`src/sv/bdpe_pkg.sv`:
```
// ----------------------------------------------------------------------------
// bdpe_pkg
// Shared types and constants of the binary delta patch encoder.
// ----------------------------------------------------------------------------
`default_nettype none

package bdpe_pkg;

    localparam int CLOSE_GAP_DEF = 12;
    localparam int POS_W_DEF     = 32;

    localparam int LEN_W   = 32;
    localparam int BYTE_W  = 8;
    localparam int KIND_W  = 2;
    localparam int GAP_W   = 7;
    localparam int MAX_REC = 3;
    localparam int CNT_W   = 2;

    localparam logic [GAP_W-1:0] GAP_MAX = '1;

    localparam logic FUNC_COMPARE = 1'b0;
    localparam logic FUNC_CLOSE   = 1'b1;

    localparam logic [KIND_W-1:0] KIND_BEGIN = 2'd0;
    localparam logic [KIND_W-1:0] KIND_DATA  = 2'd1;
    localparam logic [KIND_W-1:0] KIND_END   = 2'd2;

    // Queue between the classifier and the record serializer
    localparam int QDEPTH = 2;
    localparam int QAW    = 1;

    typedef struct packed {
        logic [KIND_W-1:0] kind;
        logic [LEN_W-1:0]  offset;
        logic [LEN_W-1:0]  replaced;
        logic [BYTE_W-1:0] data;
    } t_rec;

    // All records caused by one input item
    typedef struct packed {
        logic [CNT_W-1:0]       cnt;
        t_rec [MAX_REC-1:0]     rec;
    } t_bundle;

endpackage

`default_nettype wire

```
`src/sv/bdpe_front.sv`:
```
// ----------------------------------------------------------------------------
// bdpe_front
// Accepts byte pairs and close commands, tracks the patch state and builds
// the group of patch records that each item causes.
// ----------------------------------------------------------------------------
`default_nettype none

module bdpe_front #(
    parameter int CLOSE_GAP      = bdpe_pkg::CLOSE_GAP_DEF,
    parameter int POSITION_WIDTH = bdpe_pkg::POS_W_DEF
) (
    input  wire logic                          i_clk,
    input  wire logic                          i_rst_n,
    input  wire logic                          i_cfg_valid,
    input  wire logic [bdpe_pkg::LEN_W-1:0]    i_cfg_data,
    input  wire logic                          i_in_valid,
    input  wire logic                          i_func,
    input  wire logic [bdpe_pkg::BYTE_W-1:0]   i_new_byte,
    input  wire logic [bdpe_pkg::BYTE_W-1:0]   i_old_byte,
    input  wire logic                          i_q_ready,
    output logic                               o_push,
    output bdpe_pkg::t_bundle                  o_bundle
);

    localparam int CMP_W = (POSITION_WIDTH > bdpe_pkg::LEN_W) ?
                           POSITION_WIDTH : bdpe_pkg::LEN_W;
    localparam logic [bdpe_pkg::GAP_W-1:0] GAP_LIMIT = bdpe_pkg::GAP_W'(CLOSE_GAP);
    localparam logic [bdpe_pkg::GAP_W-1:0] GAP_ONE   = bdpe_pkg::GAP_W'(1);
    localparam logic [bdpe_pkg::LEN_W-1:0] REP_ONE   = bdpe_pkg::LEN_W'(1);

    logic [bdpe_pkg::LEN_W-1:0]   r_old_length;
    logic [POSITION_WIDTH-1:0]    r_position,  n_position;
    logic                         r_open,      n_open;
    logic                         r_pending,   n_pending;
    logic [bdpe_pkg::GAP_W-1:0]   r_gap,       n_gap;
    logic [bdpe_pkg::LEN_W-1:0]   r_rep,       n_rep;

    logic                         accept;
    logic [CMP_W-1:0]             pos_ext;
    logic [CMP_W-1:0]             old_ext;
    logic                         past_end;
    logic                         same;
    logic                         advance_gap;
    logic [bdpe_pkg::LEN_W-1:0]   pos_lo;
    bdpe_pkg::t_rec               rec_begin;
    bdpe_pkg::t_rec               rec_data;
    bdpe_pkg::t_rec               rec_end;
    bdpe_pkg::t_rec               rec_trunc;
    bdpe_pkg::t_bundle            bundle;

    assign accept   = i_in_valid & i_q_ready;
    assign pos_ext  = CMP_W'(r_position);
    assign old_ext  = CMP_W'(r_old_length);
    assign pos_lo   = pos_ext[bdpe_pkg::LEN_W-1:0];
    assign past_end = (pos_ext >= old_ext);
    assign same     = (i_new_byte == i_old_byte);

    always_comb begin
        rec_begin          = '0;
        rec_begin.kind     = bdpe_pkg::KIND_BEGIN;
        rec_begin.offset   = pos_lo;
        rec_data           = '0;
        rec_data.kind      = bdpe_pkg::KIND_DATA;
        rec_data.data      = i_new_byte;
        rec_end            = '0;
        rec_end.kind       = bdpe_pkg::KIND_END;
        rec_end.replaced   = r_rep;
        rec_trunc          = '0;
        rec_trunc.kind     = bdpe_pkg::KIND_END;
        rec_trunc.replaced = r_old_length - pos_lo;
    end

    always_comb begin
        n_position  = r_position;
        n_open      = r_open;
        n_pending   = r_pending;
        n_gap       = r_gap;
        n_rep       = r_rep;
        advance_gap = 1'b1;
        bundle      = '0;

        if (i_func == bdpe_pkg::FUNC_CLOSE) begin
            if (r_open) begin
                bundle.rec[bundle.cnt] = rec_end;
                bundle.cnt             = bundle.cnt + 1'b1;
            end
            if (!past_end) begin
                bundle.rec[bundle.cnt] = rec_begin;
                bundle.cnt             = bundle.cnt + 1'b1;
                bundle.rec[bundle.cnt] = rec_trunc;
                bundle.cnt             = bundle.cnt + 1'b1;
            end
            n_position = '0;
            n_open     = 1'b0;
            n_pending  = 1'b0;
            n_gap      = '0;
            n_rep      = '0;
        end else begin
            if (past_end) begin
                // append past the old end: no old bytes replaced
                if (!r_open) begin
                    bundle.rec[bundle.cnt] = rec_begin;
                    bundle.cnt             = bundle.cnt + 1'b1;
                    n_open                 = 1'b1;
                    n_rep                  = '0;
                end
                bundle.rec[bundle.cnt] = rec_data;
                bundle.cnt             = bundle.cnt + 1'b1;
            end else if (same && r_pending && (r_gap > GAP_LIMIT)) begin
                // gap long enough: end the patch, drop this matching byte
                if (r_open) begin
                    bundle.rec[bundle.cnt] = rec_end;
                    bundle.cnt             = bundle.cnt + 1'b1;
                end
                n_open      = 1'b0;
                n_rep       = '0;
                n_pending   = 1'b0;
                n_gap       = '0;
                advance_gap = 1'b0;
            end else if (!same || r_pending) begin
                if (!same) begin
                    n_pending   = 1'b1;
                    n_gap       = GAP_ONE;
                    advance_gap = 1'b0;
                end
                if (!r_open) begin
                    bundle.rec[bundle.cnt] = rec_begin;
                    bundle.cnt             = bundle.cnt + 1'b1;
                    n_open                 = 1'b1;
                    n_rep                  = REP_ONE;
                end else if (r_rep != '1) begin
                    n_rep = r_rep + 1'b1;
                end
                bundle.rec[bundle.cnt] = rec_data;
                bundle.cnt             = bundle.cnt + 1'b1;
            end
            if (advance_gap && n_pending && (n_gap != bdpe_pkg::GAP_MAX)) begin
                n_gap = n_gap + 1'b1;
            end
            n_position = r_position + 1'b1;
        end
    end

    assign o_push   = accept & (bundle.cnt != '0);
    assign o_bundle = bundle;

    always_ff @(posedge i_clk) begin
        if (!i_rst_n) begin
            r_old_length <= '0;
            r_position   <= '0;
            r_open       <= 1'b0;
            r_pending    <= 1'b0;
            r_gap        <= '0;
            r_rep        <= '0;
        end else begin
            if (i_cfg_valid) begin
                r_old_length <= i_cfg_data;
            end
            if (accept) begin
                r_position <= n_position;
                r_open     <= n_open;
                r_pending  <= n_pending;
                r_gap      <= n_gap;
                r_rep      <= n_rep;
            end
        end
    end

endmodule

`default_nettype wire

```
`src/sv/bdpe_queue.sv`:
```
// ----------------------------------------------------------------------------
// bdpe_queue
// Short first-in first-out queue of record groups between the classifier
// and the record serializer.
// ----------------------------------------------------------------------------
`default_nettype none

module bdpe_queue (
    input  wire logic               i_clk,
    input  wire logic               i_rst_n,
    input  wire logic               i_push,
    input  wire bdpe_pkg::t_bundle  i_bundle,
    output logic                    o_ready,
    input  wire logic               i_pop,
    output logic                    o_valid,
    output bdpe_pkg::t_bundle       o_bundle
);

    localparam logic [bdpe_pkg::QAW:0] FULL_CNT = (bdpe_pkg::QAW+1)'(bdpe_pkg::QDEPTH);
    localparam logic [bdpe_pkg::QAW-1:0] LAST_PTR =
        bdpe_pkg::QAW'(bdpe_pkg::QDEPTH - 1);

    bdpe_pkg::t_bundle            r_mem [bdpe_pkg::QDEPTH];
    logic [bdpe_pkg::QAW-1:0]     r_wptr;
    logic [bdpe_pkg::QAW-1:0]     r_rptr;
    logic [bdpe_pkg::QAW:0]       r_count;
    logic                         do_push;
    logic                         do_pop;

    assign o_ready  = (r_count != FULL_CNT);
    assign o_valid  = (r_count != '0);
    assign o_bundle = r_mem[r_rptr];
    assign do_push  = i_push & o_ready;
    assign do_pop   = i_pop & o_valid;

    always_ff @(posedge i_clk) begin
        if (do_push) begin
            r_mem[r_wptr] <= i_bundle;
        end
    end

    always_ff @(posedge i_clk) begin
        if (!i_rst_n) begin
            r_wptr  <= '0;
            r_rptr  <= '0;
            r_count <= '0;
        end else begin
            if (do_push) begin
                r_wptr <= (r_wptr == LAST_PTR) ? '0 : r_wptr + 1'b1;
            end
            if (do_pop) begin
                r_rptr <= (r_rptr == LAST_PTR) ? '0 : r_rptr + 1'b1;
            end
            case ({do_push, do_pop})
                2'b10:   r_count <= r_count + 1'b1;
                2'b01:   r_count <= r_count - 1'b1;
                default: r_count <= r_count;
            endcase
        end
    end

endmodule

`default_nettype wire

```
`src/sv/bdpe_back.sv`:
```
// ----------------------------------------------------------------------------
// bdpe_back
// Serializes each record group into single records on a registered output
// stage, marking the final record of the group.
// ----------------------------------------------------------------------------
`default_nettype none

module bdpe_back (
    input  wire logic                          i_clk,
    input  wire logic                          i_rst_n,
    input  wire logic                          i_q_valid,
    input  wire bdpe_pkg::t_bundle             i_bundle,
    output logic                               o_pop,
    output logic                               o_out_valid,
    input  wire logic                          i_out_ready,
    output logic [bdpe_pkg::KIND_W-1:0]        o_kind,
    output logic [bdpe_pkg::LEN_W-1:0]         o_offset,
    output logic [bdpe_pkg::LEN_W-1:0]         o_replaced,
    output logic [bdpe_pkg::BYTE_W-1:0]        o_data,
    output logic                               o_last
);

    logic                          r_valid;
    logic [bdpe_pkg::CNT_W-1:0]    r_idx;
    bdpe_pkg::t_rec                r_rec;
    logic                          r_last;
    logic                          load;
    logic                          is_last;

    assign load    = i_q_valid & (~r_valid | i_out_ready);
    assign is_last = (r_idx == (i_bundle.cnt - 1'b1));
    assign o_pop   = load & is_last;

    always_ff @(posedge i_clk) begin
        if (load) begin
            r_rec  <= i_bundle.rec[r_idx];
            r_last <= is_last;
        end
    end

    always_ff @(posedge i_clk) begin
        if (!i_rst_n) begin
            r_valid <= 1'b0;
            r_idx   <= '0;
        end else begin
            if (load) begin
                r_valid <= 1'b1;
                // advance within the group, wrap when it is drained
                r_idx   <= is_last ? '0 : r_idx + 1'b1;
            end else if (i_out_ready) begin
                r_valid <= 1'b0;
            end
        end
    end

    assign o_out_valid = r_valid;
    assign o_kind      = r_rec.kind;
    assign o_offset    = r_rec.offset;
    assign o_replaced  = r_rec.replaced;
    assign o_data      = r_rec.data;
    assign o_last      = r_last;

endmodule

`default_nettype wire

```
`src/sv/binary_delta_patch_encoder_core.sv`:
```
// Records of each accepted item pass through the queue, then the output register.
// Throughput: one item per cycle while the output is ready and each item causes at
// most one record; records leave one per cycle, so a k-record item holds the output.
// The two-entry queue between classifier and serializer decouples the two sides.
// Reset (synchronous, active low) clears position, patch state, queue and
// output, and sets old_length to zero.
// ----------------------------------------------------------------------------
// binary_delta_patch_encoder_core
// Compares a new byte stream with an old buffer and emits patch records.
// ----------------------------------------------------------------------------
`default_nettype none

module binary_delta_patch_encoder_core #(
    parameter int CLOSE_GAP      = bdpe_pkg::CLOSE_GAP_DEF,
    parameter int POSITION_WIDTH = bdpe_pkg::POS_W_DEF
) (
    input  wire logic                          i_clk,
    input  wire logic                          i_rst_n,
    input  wire logic                          i_cfg_valid,
    output logic                               o_cfg_ready,
    input  wire logic [bdpe_pkg::LEN_W-1:0]    i_cfg_data,
    input  wire logic                          i_in_valid,
    output logic                               o_in_ready,
    input  wire logic                          i_func,
    input  wire logic [bdpe_pkg::BYTE_W-1:0]   i_new_byte,
    input  wire logic [bdpe_pkg::BYTE_W-1:0]   i_old_byte,
    output logic                               o_out_valid,
    input  wire logic                          i_out_ready,
    output logic [bdpe_pkg::KIND_W-1:0]        o_kind,
    output logic [bdpe_pkg::LEN_W-1:0]         o_offset,
    output logic [bdpe_pkg::LEN_W-1:0]         o_replaced,
    output logic [bdpe_pkg::BYTE_W-1:0]        o_data,
    output logic                               o_last
);

    logic                 q_ready;
    logic                 push;
    bdpe_pkg::t_bundle    push_bundle;
    logic                 q_valid;
    bdpe_pkg::t_bundle    head_bundle;
    logic                 pop;

    assign o_cfg_ready = 1'b1;
    assign o_in_ready  = q_ready;

    bdpe_front #(
        .CLOSE_GAP      (CLOSE_GAP),
        .POSITION_WIDTH (POSITION_WIDTH)
    ) u_front (
        .i_clk       (i_clk),
        .i_rst_n     (i_rst_n),
        .i_cfg_valid (i_cfg_valid),
        .i_cfg_data  (i_cfg_data),
        .i_in_valid  (i_in_valid),
        .i_func      (i_func),
        .i_new_byte  (i_new_byte),
        .i_old_byte  (i_old_byte),
        .i_q_ready   (q_ready),
        .o_push      (push),
        .o_bundle    (push_bundle)
    );

    bdpe_queue u_queue (
        .i_clk    (i_clk),
        .i_rst_n  (i_rst_n),
        .i_push   (push),
        .i_bundle (push_bundle),
        .o_ready  (q_ready),
        .i_pop    (pop),
        .o_valid  (q_valid),
        .o_bundle (head_bundle)
    );

    bdpe_back u_back (
        .i_clk       (i_clk),
        .i_rst_n     (i_rst_n),
        .i_q_valid   (q_valid),
        .i_bundle    (head_bundle),
        .o_pop       (pop),
        .o_out_valid (o_out_valid),
        .i_out_ready (i_out_ready),
        .o_kind      (o_kind),
        .o_offset    (o_offset),
        .o_replaced  (o_replaced),
        .o_data      (o_data),
        .o_last      (o_last)
    );

endmodule

`default_nettype wire

```
`config.mk`:
```
export PLATFORM = sky130hd
export DESIGN_NAME = binary_delta_patch_encoder_core
export DESIGN_NICKNAME = d
export VERILOG_FILES = /design/src/sv/bdpe_pkg.sv /design/src/sv/bdpe_front.sv /design/src/sv/bdpe_queue.sv /design/src/sv/bdpe_back.sv /design/src/sv/binary_delta_patch_encoder_core.sv
export SDC_FILE = /design/constraint.sdc
export NUM_CORES = 1
export LEC_CHECK = 0
export BUFFER_PORTS_ARGS = -buffer_cell sky130_fd_sc_hd__buf_2
export CAP_MARGIN = 30
export CORE_MARGIN = 2
export CORE_UTILIZATION = 60
export CTS_CLUSTER_SIZE = 28
export DETAILED_ROUTE_END_ITERATION = 10
export PLACE_DENSITY = 0.79
export SLEW_MARGIN = 10
export SYNTH_ARGS = -nofsm -noshare
export SYNTH_HDL_FRONTEND = slang
export SYNTH_SLANG_ARGS = --single-unit
export TNS_END_PERCENT = 20
```
`constraint.sdc`:
```
create_clock -name i_clk -period 26.2 [get_ports i_clk]
set_input_delay 3.93 -clock i_clk [delete_from_list [all_inputs] [get_ports i_clk]]
set_output_delay 3.93 -clock i_clk [all_outputs]
set_load 0.05 [all_outputs]
```
Yosys cells after proc, flatten, opt, wreduce, memory -nomap -nowiden
Memory sizes are Yosys's and may differ from the RTL's. A register that Yosys moved wholly into a read port is not among the register bits.
Cells that the tools add are included.
- logic and storage cells: 155
- flip-flop bits (word level): 187
- bits of input ports: 54
- latch bits: 0
- output and inout bits: 78
- memory bits (read-only): 0
- memories: 1
- RAM bits: 448
- bitwise operators: 8
- magnitude comparators: 11
- equal/unequal tests: 9
- shift operators: 0
- multiply operators: 0
- $add $sub $neg: 14
- div/mod/pow operators: 0
- muxes and demuxes: 79
- reductions and logical operators: 17
- memory list (name ; depth ; width ; rd ports ; clocked after Yosys merged registers in ; write ports ; RTL line ; text):
    u_queue.r_mem ; 2 ; 224 ; 1 ; 1 ; 1 ; bdpe_queue.sv:23 ; bdpe_pkg::t_bundle r_mem [bdpe_pkg::QDEPTH];
- operator list (cell ; number):
    74-bit 2-to-1 mux ; 14
    224-bit 2-to-1 mux ; 4
    222-bit bitwise mux ; 4
    74-bit demux with 2-bit select ; 4
    32-bit 2-to-1 mux ; 8
    74-bit binary-select mux with 2-bit select ; 1
    148-bit 2-to-1 mux ; 1
    72-bit 2-to-1 mux ; 1
    32-bit by 1-bit adder with 32-bit output (second input constant) ; 2
    7-bit 2-to-1 mux ; 7
    32-bit greater-or-equal comparator ; 1
    32-bit inequality test (second input constant) ; 1
    32-bit subtractor ; 1
    1-bit 2-to-1 mux ; 25
    2-bit 2-to-1 mux ; 9
    2-bit by 3-bit < comparator with 1-bit output (second input constant) ; 5
    2-bit by 1-bit adder with 2-bit output (second input constant) ; 6
    8-bit == test ; 1
    2-bit by 1-bit greater-or-equal comparator with 1-bit output (second input constant) ; 4
    1-bit logical AND ; 8
    2-bit nonzero test ; 4
    7-bit by 1-bit adder with 7-bit output (second input constant) ; 1
    7-bit by 4-bit > comparator with 1-bit output (second input constant) ; 1
    7-bit inequality test (second input constant) ; 1
    17 further kinds ; 24

Depth between registers and ports, before layout
Gate-level depths: netlist (run 1).
- depth in word-level cells: 21
- gate-level depth with buffers: 22
- depth with buffers taken out: 22

Cells and area by module
Synthesis (run 1) repeated with hierarchy kept, for this count alone.
- cell total of the unflattened synthesis: 2129
- area total of the unflattened synthesis: 28335.9 um2
- modules (own cells, without submodules) (module ; area an instance (um2) ; instances ; cells each ; seq. area each (um2)):
    bdpe_queue ; 16485.8 ; 1 ; 721 ; 13553.0
    bdpe_front ; 7863.8 ; 1 ; 1061 ; 2102.0
    bdpe_back ; 3975.1 ; 1 ; 345 ; 2312.2
    binary_delta_patch_encoder_core ; 11.3 ; 1 ; 2 ; 0.0

Worst setup path after synthesis (run 1)
No wires, ideal clock.
- path kind: input to register
- from: in i_old_byte[3] in the netlist's numbering
- to: mem u_queue.r_mem[0][0] in the netlist's numbering (enable)
- path buffers: 0
- setup time: 0.730 ns
- slack: 12.854 ns
- cell stages on the path: 9
- arrival time: 12.616 ns
- data required time: 25.470 ns
- path through: xnor2_1 nand4_1 nor2_1 nand2_1 nand2b_1 nor3_2 a21oi_1 o21ai_1 nor2_1
- longest elaborated chain between the ends: 12
- elaborated cells between the ends (all ways): 14
- classes of those cells: 1 x eq/ne; 6 x mux; 2 x bitwise; 5 x reduce/logical
- RTL lines (element ; RTL line ; text):
    from (decl) ; binary_delta_patch_encoder_core.sv:26 ; input wire logic [bdpe_pkg::BYTE_W-1:0] i_old_byte,
    8-bit == test (*) ; bdpe_front.sv:56 ; assign same = (i_new_byte == i_old_byte);
    1-bit zero test ; bdpe_front.sv:120 ; end else if (!same || r_pending) begin
    1-bit logical OR ; bdpe_front.sv:120 ;
    224-bit 2-to-1 mux ; bdpe_front.sv:120 ;
    2-bit 2-to-1 mux (*) ; bdpe_front.sv:109 ; end else if (same && r_pending && (r_gap > GAP_LIMIT)) begin
    224-bit 2-to-1 mux (*) ; bdpe_front.sv:99 ; if (past_end) begin
    224-bit 2-to-1 mux (*) ; bdpe_front.sv:82 ; if (i_func == bdpe_pkg::FUNC_CLOSE) begin
    2-bit nonzero test (*) ; bdpe_front.sv:144 ; assign o_push = accept & (bundle.cnt != '0);
    1-bit AND (*) ; bdpe_front.sv:144 ;
    1-bit AND (*) ; bdpe_queue.sv:33 ; assign do_push = i_push & o_ready;
    1-bit 2-to-1 mux (*) ; bdpe_queue.sv:37 ; if (do_push) begin
    1-bit 2-to-1 mux (not written as such) (*) ; bdpe_queue.sv:38 ; r_mem[r_wptr] <= i_bundle;
    to (decl) ; bdpe_queue.sv:23 ;
Mark *: on every way between the ends. The rest lies on a longest branch, timed or not.

==> results of run 1 <==
[kinds of logic after synthesis]
| kind of cell | count (synthesis) | share of synthesized area |
|---|---|---|
| DFF | 554 | 0.647 |
| AOI/OAI and AO/OA | 220 | 0.0618 |
| and+or+nand+nor | 548 | 0.119 |
| adders and majority gates | 37 | 0.0196 |
| muxes | 144 | 0.0988 |
| buffers and inverters | 161 | 0.0279 |
| other | 1 | 0.000156 |
| xor gates and xnor gates | 71 | 0.0259 |
[where the power goes]
group	leakage, nW	total, W	internal [W]	switching [W]
logic	3.37	0.000763	0.000239	0.000524
registers	5.18	0.00122	0.00116	0.0000632
clock network	0.833	0.000759	0.000424	0.000335
total	9.39	0.00274	0.00182	0.000922
[sequential cells by signal, summed over array words and instances, names as in the netlist, 2 cells and up, named ones only]
| register | count |
|---|---|
| u_back.o_kind | 2 |
| u_front.r_gap | 7 |
| u_queue.r_mem | 366 |
| u_back.o_replaced | 32 |
| u_back.o_offset | 32 |
| u_back.o_data | 8 |
| u_front.pos_ext | 32 |
| u_front.old_ext | 32 |
| u_queue.r_count | 2 |
| u_back.r_idx | 2 |
| u_front.r_rep | 32 |
[placed cells by master (no fill, tap or decap), types with 7 or more instances in the layout]
cell type	netlist	layout
a21boi_0	8	8
a21o_1	12	12
a21oi_1	49	49
a21oi_2	19	19
and2_1	56	56
and3_1	23	23
buf_2	1	130
buf_4	2	10
clkbuf_16	0	57
clkinv_1	1	10
clkinv_2	0	9
clkinvlp_4	0	10
dfxtp_1	113	110
edfxtp_1	441	441
ha_1	36	36
inv_1	77	77
mux2i_1	70	70
mux4_2	74	74
nand2_1	75	75
nand2b_1	9	9
nand3_1	31	30
nand4_1	18	18
nor2_1	179	175
nor2b_1	85	85
nor3_1	11	11
nor4_1	7	7
o21ai_0	29	29
o22ai_1	38	38
o31ai_1	17	17
or3_1	14	14
or4_1	16	16
xnor2_1	57	57
xor2_1	14	14
[final cells by class]
| cell class | instances | area [sq um] |
|---|---|---|
| sequential | 554 | 15500 |
| fill | 2748 | 12700 |
| multi-input combinational | 1021 | 7830 |
| clock buffer | 65 | 1480 |
| timing repair buffer | 145 | 821 |
| tap | 525 | 657 |
| inverter | 80 | 300 |
| clock inverter | 37 | 275 |
[worst max-delay path, stage by stage]
cell,delay [ns]
buf_2,0.11
xnor2_1,0.13
nand4_1,0.25
nor2_1,0.13
nand2_1,0.14
nand2_1,0.08
a31oi_1,0.80
nor2b_1,0.83
nor2_4,0.36
nor2_1,0.25
[routing by layer]
| layer | vias to the layer above | GRT usage | wire [microns] |
|---|---|---|---|
| li1 | 6674 | - | - |
| met1 | 7235 | 0.339 | 21700 |
| met2 | 420 | 0.393 | 24500 |
| met3 | 89 | 0.0384 | 2540 |
| met4 | 0 | 0.0881 | 1570 |
| met5 | - | 0 | 0 |
[through the flow]
stage / power, W / setup WS, ns / hold WS [ns] / instances / instance area [sq um]
6_report: 0.00274 / 19.60 / 0.498 / 2427 / 26900
5_1_grt: 0.00286 / 19.38 / 0.516 / 2427 / 26900
4_1_cts: 0.00277 / 19.62 / 0.497 / 2424 / 26800
3_5_place_dp: 0.00201 / 19.02 / 0.489 / 2322 / 25100
3_3_place_gp: 0.00199 / 19.15 / 0.469 / 2322 / 25100
2_1_floorplan: 0.00184 / 12.85 / 0.451 / 1736 / 24000
[path summary, 6_finish.rpt]
kind / from / end / depth (start not counted)
worst min register to register: u_front.r_rep[6] / u_front.r_rep[6] / 2
worst max register to register: u_front.pos_ext[0] / u_queue.r_mem[1][52] / 12
worst max-delay path: i_new_byte[5] / u_queue.r_mem[1][52] / 10
worst min-delay path: u_front.r_rep[6] / u_front.r_rep[6] / 2
==> flow_summary.yaml, run 1 <==
layout:
  area_delta_synth_final_pct: 12.1
  num_antenna_cells: 0
  post-route-util: 0.680
  drive_gt1_frac: 0.188
  layout.nets: 1947
global_route:
  grt_max_degree: 184
  grt_pass1_vias: 14153
  antenna_found_initial: 0
  grt_first_pass_wirelength_mm: 77.7
  track_usage: 0.243
  grt.overflow.total: 0
placement:
  gp_congestion: 0.873
  dpl.hpwl_mm: 31.6
  port_buffers: 130
timing:
  grt_setup_unrepaired: "no"
  tightest_slew_ns: 1.07
  fin_crit_sh: 0.252
  hold_violations: 0
  drv_slew: 0
  timing.fmax_ghz: 0.151
  fin_crit_ns: 6.60
  skew_ns: 0.0164
  finalSetupViolCount: 0
  maxSlewHeadroom: 0.281
  tns_ns: 0
synthesis:
  syn-instance-count: 1736
  syn-num-nets: 1827
  yosysSeqAreaShare: 0.647
  yosysWarnings: 0
  syn_area_sq_mm: 0.0240
  synthTopCellsByArea: "edfxtp_1 (55%), dfxtp_1 (9.4%), mux4_2 (7.0%), mux2i_1 (2.9%), nor2_1 (2.8%)"
  synthFlopType: "edfxtp_1"
  avgSynthCellArea_sq_um: 13.8
  yosys-top-cells-count: "edfxtp_1 (441), nor2_1 (179), dfxtp_1 (113)"
  synth_top_area_cell: "edfxtp_1"
  ys_ff_latch: 554
  synth.most_common_cell: "edfxtp_1"
  synth_edf_count: 441
  ys_types: 77
  synth_top_area_frac: 0.553
  synth-async-reset-ratio: 0
clocking:
  clockBufferDepth: 3
  post_cts_resized: 0
  clk_pin_slew_ns: 0.06
  cts_buffers: 54
  cts-root-buf: "clkbuf_16"
  clk-insertion-delay-late_ns: 0.60
  post_cts_buffers: 0
  tritoncts: "yes"
  clkSinkCount: 554
  cts_hold_buf: 0
  htree_levels: 2
power:
  leakagePower_nw: 9.39
  ir_worst_vdd_uv: 58.8
  powerDensity_mw_per_mm2: 102
run:
  maxCapViolCount: 0
routing:
  ant_nets: 0
  drt-vias-per-instance: 5.94
  vias: 14418
  dr.pass1.iters: 7
  wl_per_cell_microns: 20.7
  route.detailed.drc: 0
  totalWireLength_mm: 50.4
  drt-initial-drc-count: 1192
floorplanning:
  io_pins: 132
  start_util: 0.606
  dieHeight_microns: 204
  rows: 73
  die-area_sq_mm: 0.0416
  coreArea_sq_mm: 0.0395
  die_w_microns: 204
min_path:
  hp-class: "flop to flop"
status:
  status: "complete, no violations"
worst_setup_path:
  startpoint_type: "input port"
  crit_fanout: 32
  regToRegSetupSlack_ns: 21.25
  worstPathRequired_ns: 26.62
  crit_arrival_ns: 7.02
  endpoint_kind: "flop"
  path_class: "input port to flop"
(Power assumes the default switching activity.)
==> inputs of run 2 (changes only) <==
- clock period: 26.2 -> 6.1 ns (I/O delays scaled with it)
==> run 2 against run 1 <==
Against the previous run:
- utilization up 0.16 points
- sequential cell count unchanged
- cell count is 0.37% higher
- clock power rose to 4.2 times the previous value
- via count fell by 0.45%
- worst hold slack improved by 0.0069 ns
- critical path type is now flop to flop
- critical endpoint is now u_front.r_gap[5]
- largest cell class unchanged
- highest routed layer unchanged
==> flow_summary.yaml, run 2 (synthesis gave the netlist of run 1 again) <==
status:
  status: "complete, no violations"
power:
  ir_worst_vdd_uv: 415
  powerDensity_mw_per_mm2: 437
  power_w: 0.0118
  leakagePower_nw: 9.43
min_path:
  hp-class: "flop to flop"
layout:
  final_cell_mix: "edfxtp_1 (441), nor2_1 (175), buf_2 (130)"
  fill_cells: 2688
  layout_commonest_cell: "edfxtp_1"
  area_delta_synth_final_pct: 12.4
  largest_reg_flops: 366
  layout.nets: 1956
  drive_gt1_frac: 0.183
  postLayoutCellArea_sq_mm: 0.0269
  max_flop_register: "u_queue.r_mem"
  num_antenna_cells: 0
routing:
  wl_per_cell_microns: 20.8
  vias: 14353
  totalWireLength_mm: 50.7
  drt-vias-per-instance: 5.89
  dr.pass1.iters: 6
  drt-initial-drc-count: 1230
  route.detailed.drc: 0
  ant_nets: 0
run:
  maxCapViolCount: 0
clocking:
  clk-insertion-delay-late_ns: 0.60
  clk_pin_slew_ns: 0.06
  post_cts_buffers: 0
  clkSinkCount: 554
  post_cts_resized: 0
  tritoncts: "yes"
  htree_levels: 2
  cts-root-buf: "clkbuf_16"
  clockBufferDepth: 3
  cts_hold_buf: 0
  cts_buffers: 56
worst_setup_path:
  cpPeakStageDelay_ns: 0.48
  worstPathRequired_ns: 6.59
  crit_arrival_ns: 5.03
  cp_cell_sequence: "ha_1 > inv_1 > fa_1 > nand3_1 > a21oi_1 > nor3_2 > o221ai_2 > a211oi_4 > nor3_1 > a21o_1 > ha_1 > nand3_1 > nor2_1 > a21boi_1 > nand4_1 > inv_1 > nand3_1 > a21oi_1 > nor2b_1 > o21a_1"
  cp_common_cell: "nand3_1"
  crit_fanout: 7
  startpoint_type: "flop"
  slowest_stage: "a211oi_4"
  endpoint_kind: "flop"
  path_class: "flop to flop"
floorplanning:
  die_w_microns: 204
  dieHeight_microns: 204
  start_util: 0.606
  coreArea_sq_mm: 0.0395
  die-area_sq_mm: 0.0416
  io_pins: 132
  rows: 73
timing:
  hold_violations: 0
  grt_setup_unrepaired: "no"
  finalSetupViolCount: 0
  maxSlewHeadroom: 0.307
  drv_slew: 0
  fin_crit_ns: 4.54
  tightest_slew_ns: 1.04
  skew_ns: 0.0179
  timing.fmax_ghz: 0.220
  fin_crit_sh: 0.745
placement:
  gp_congestion: 0.858
  placed_cell_area_sq_mm: 0.0252
  port_buffers: 130
  dpl.hpwl_mm: 32.2
global_route:
  grt.overflow.total: 0
  track_usage: 0.247
  antenna_found_initial: 0
  grt_max_degree: 183
  grt_first_pass_wirelength_mm: 78.9
  grt_pass1_vias: 14367
run 2: changes by cell type in the layout (fill, tap and decap cells not counted), sizes merged:
cell      change
clkbuf       +22
clkinv        -9
clkinvlp      -7
buf           +6
inv           -2
bufinv        -1
run 2: report_power, final:
group / leakage (nW) / switching, W / total (W) / internal (W)
combinational: 3.43 / 0.00226 / 0.00331 / 0.00105
clock: 0.824 / 0.00138 / 0.00321 / 0.00183
sequential: 5.18 / 0.000277 / 0.00526 / 0.00498
total: 9.43 / 0.00392 / 0.0118 / 0.00786
run 2: layer usage:
layer,global-route usage,part of all wire,vias up
met4,0.0772,0.023,0
met2,0.407,0.49,399
met5,0,0,-
met3,0.0309,0.049,70
met1,0.346,0.44,7180
li1,-,-,6704
run 2: final cells by class:
type	instances	area (sq um)	share of cell area
Inverter	80	300	0.0111
Timing Repair Buffer	152	938	0.0348
Sequential cell	554	15500	0.576
Tap cell	525	657	0.0244
Clock buffer	86	1590	0.0589
Multi-Input combinational cell	1021	7830	0.290
Clock inverter	18	120	0.00446
run 2: final timing paths:
| kind | from | to | slack [ns] | depth (start not counted) |
|---|---|---|---|---|
| hold reg to reg | u_front.r_rep[22] | u_front.r_rep[22] | 0.50 | 2 |
| setup / recovery | u_front.pos_ext[0] | u_front.r_gap[5] | 1.56 | 20 |
| hold / removal | u_front.r_rep[22] | u_front.r_rep[22] | 0.50 | 2 |
| setup reg to reg | u_front.pos_ext[0] | u_front.r_gap[5] | 1.56 | 20 |
run 2: through the flow:
| step | util | hold slack [ns] | setup slack (ns) | TNS [ns] | std cells |
|---|---|---|---|---|---|
| global placement | 0.635 | 0.481 | 1.81 | 0 | 2326 |
| floorplan | - | 0.456 | -1.65 | -603.95 | 1736 |
| finish | 0.681 | 0.505 | 1.56 | 0 | 2436 |
| global route | 0.681 | 0.527 | 1.20 | 0 | 2436 |
| CTS | 0.679 | 0.504 | 1.64 | 0 | 2432 |
| detailed placement | 0.636 | 0.495 | 1.67 | 0 | 2328 |
run 2: worst max-delay path, delay by kind of cell, from the launching register on:
| kind | cells | cell delay (ns) |
|---|---|---|
| buf+inv | 2 | 0.18 |
| flops | 1 | 0.44 |
| fa+ha+maj | 3 | 0.85 |
| compound gates | 7 | 1.82 |
| simple gates | 8 | 1.12 |
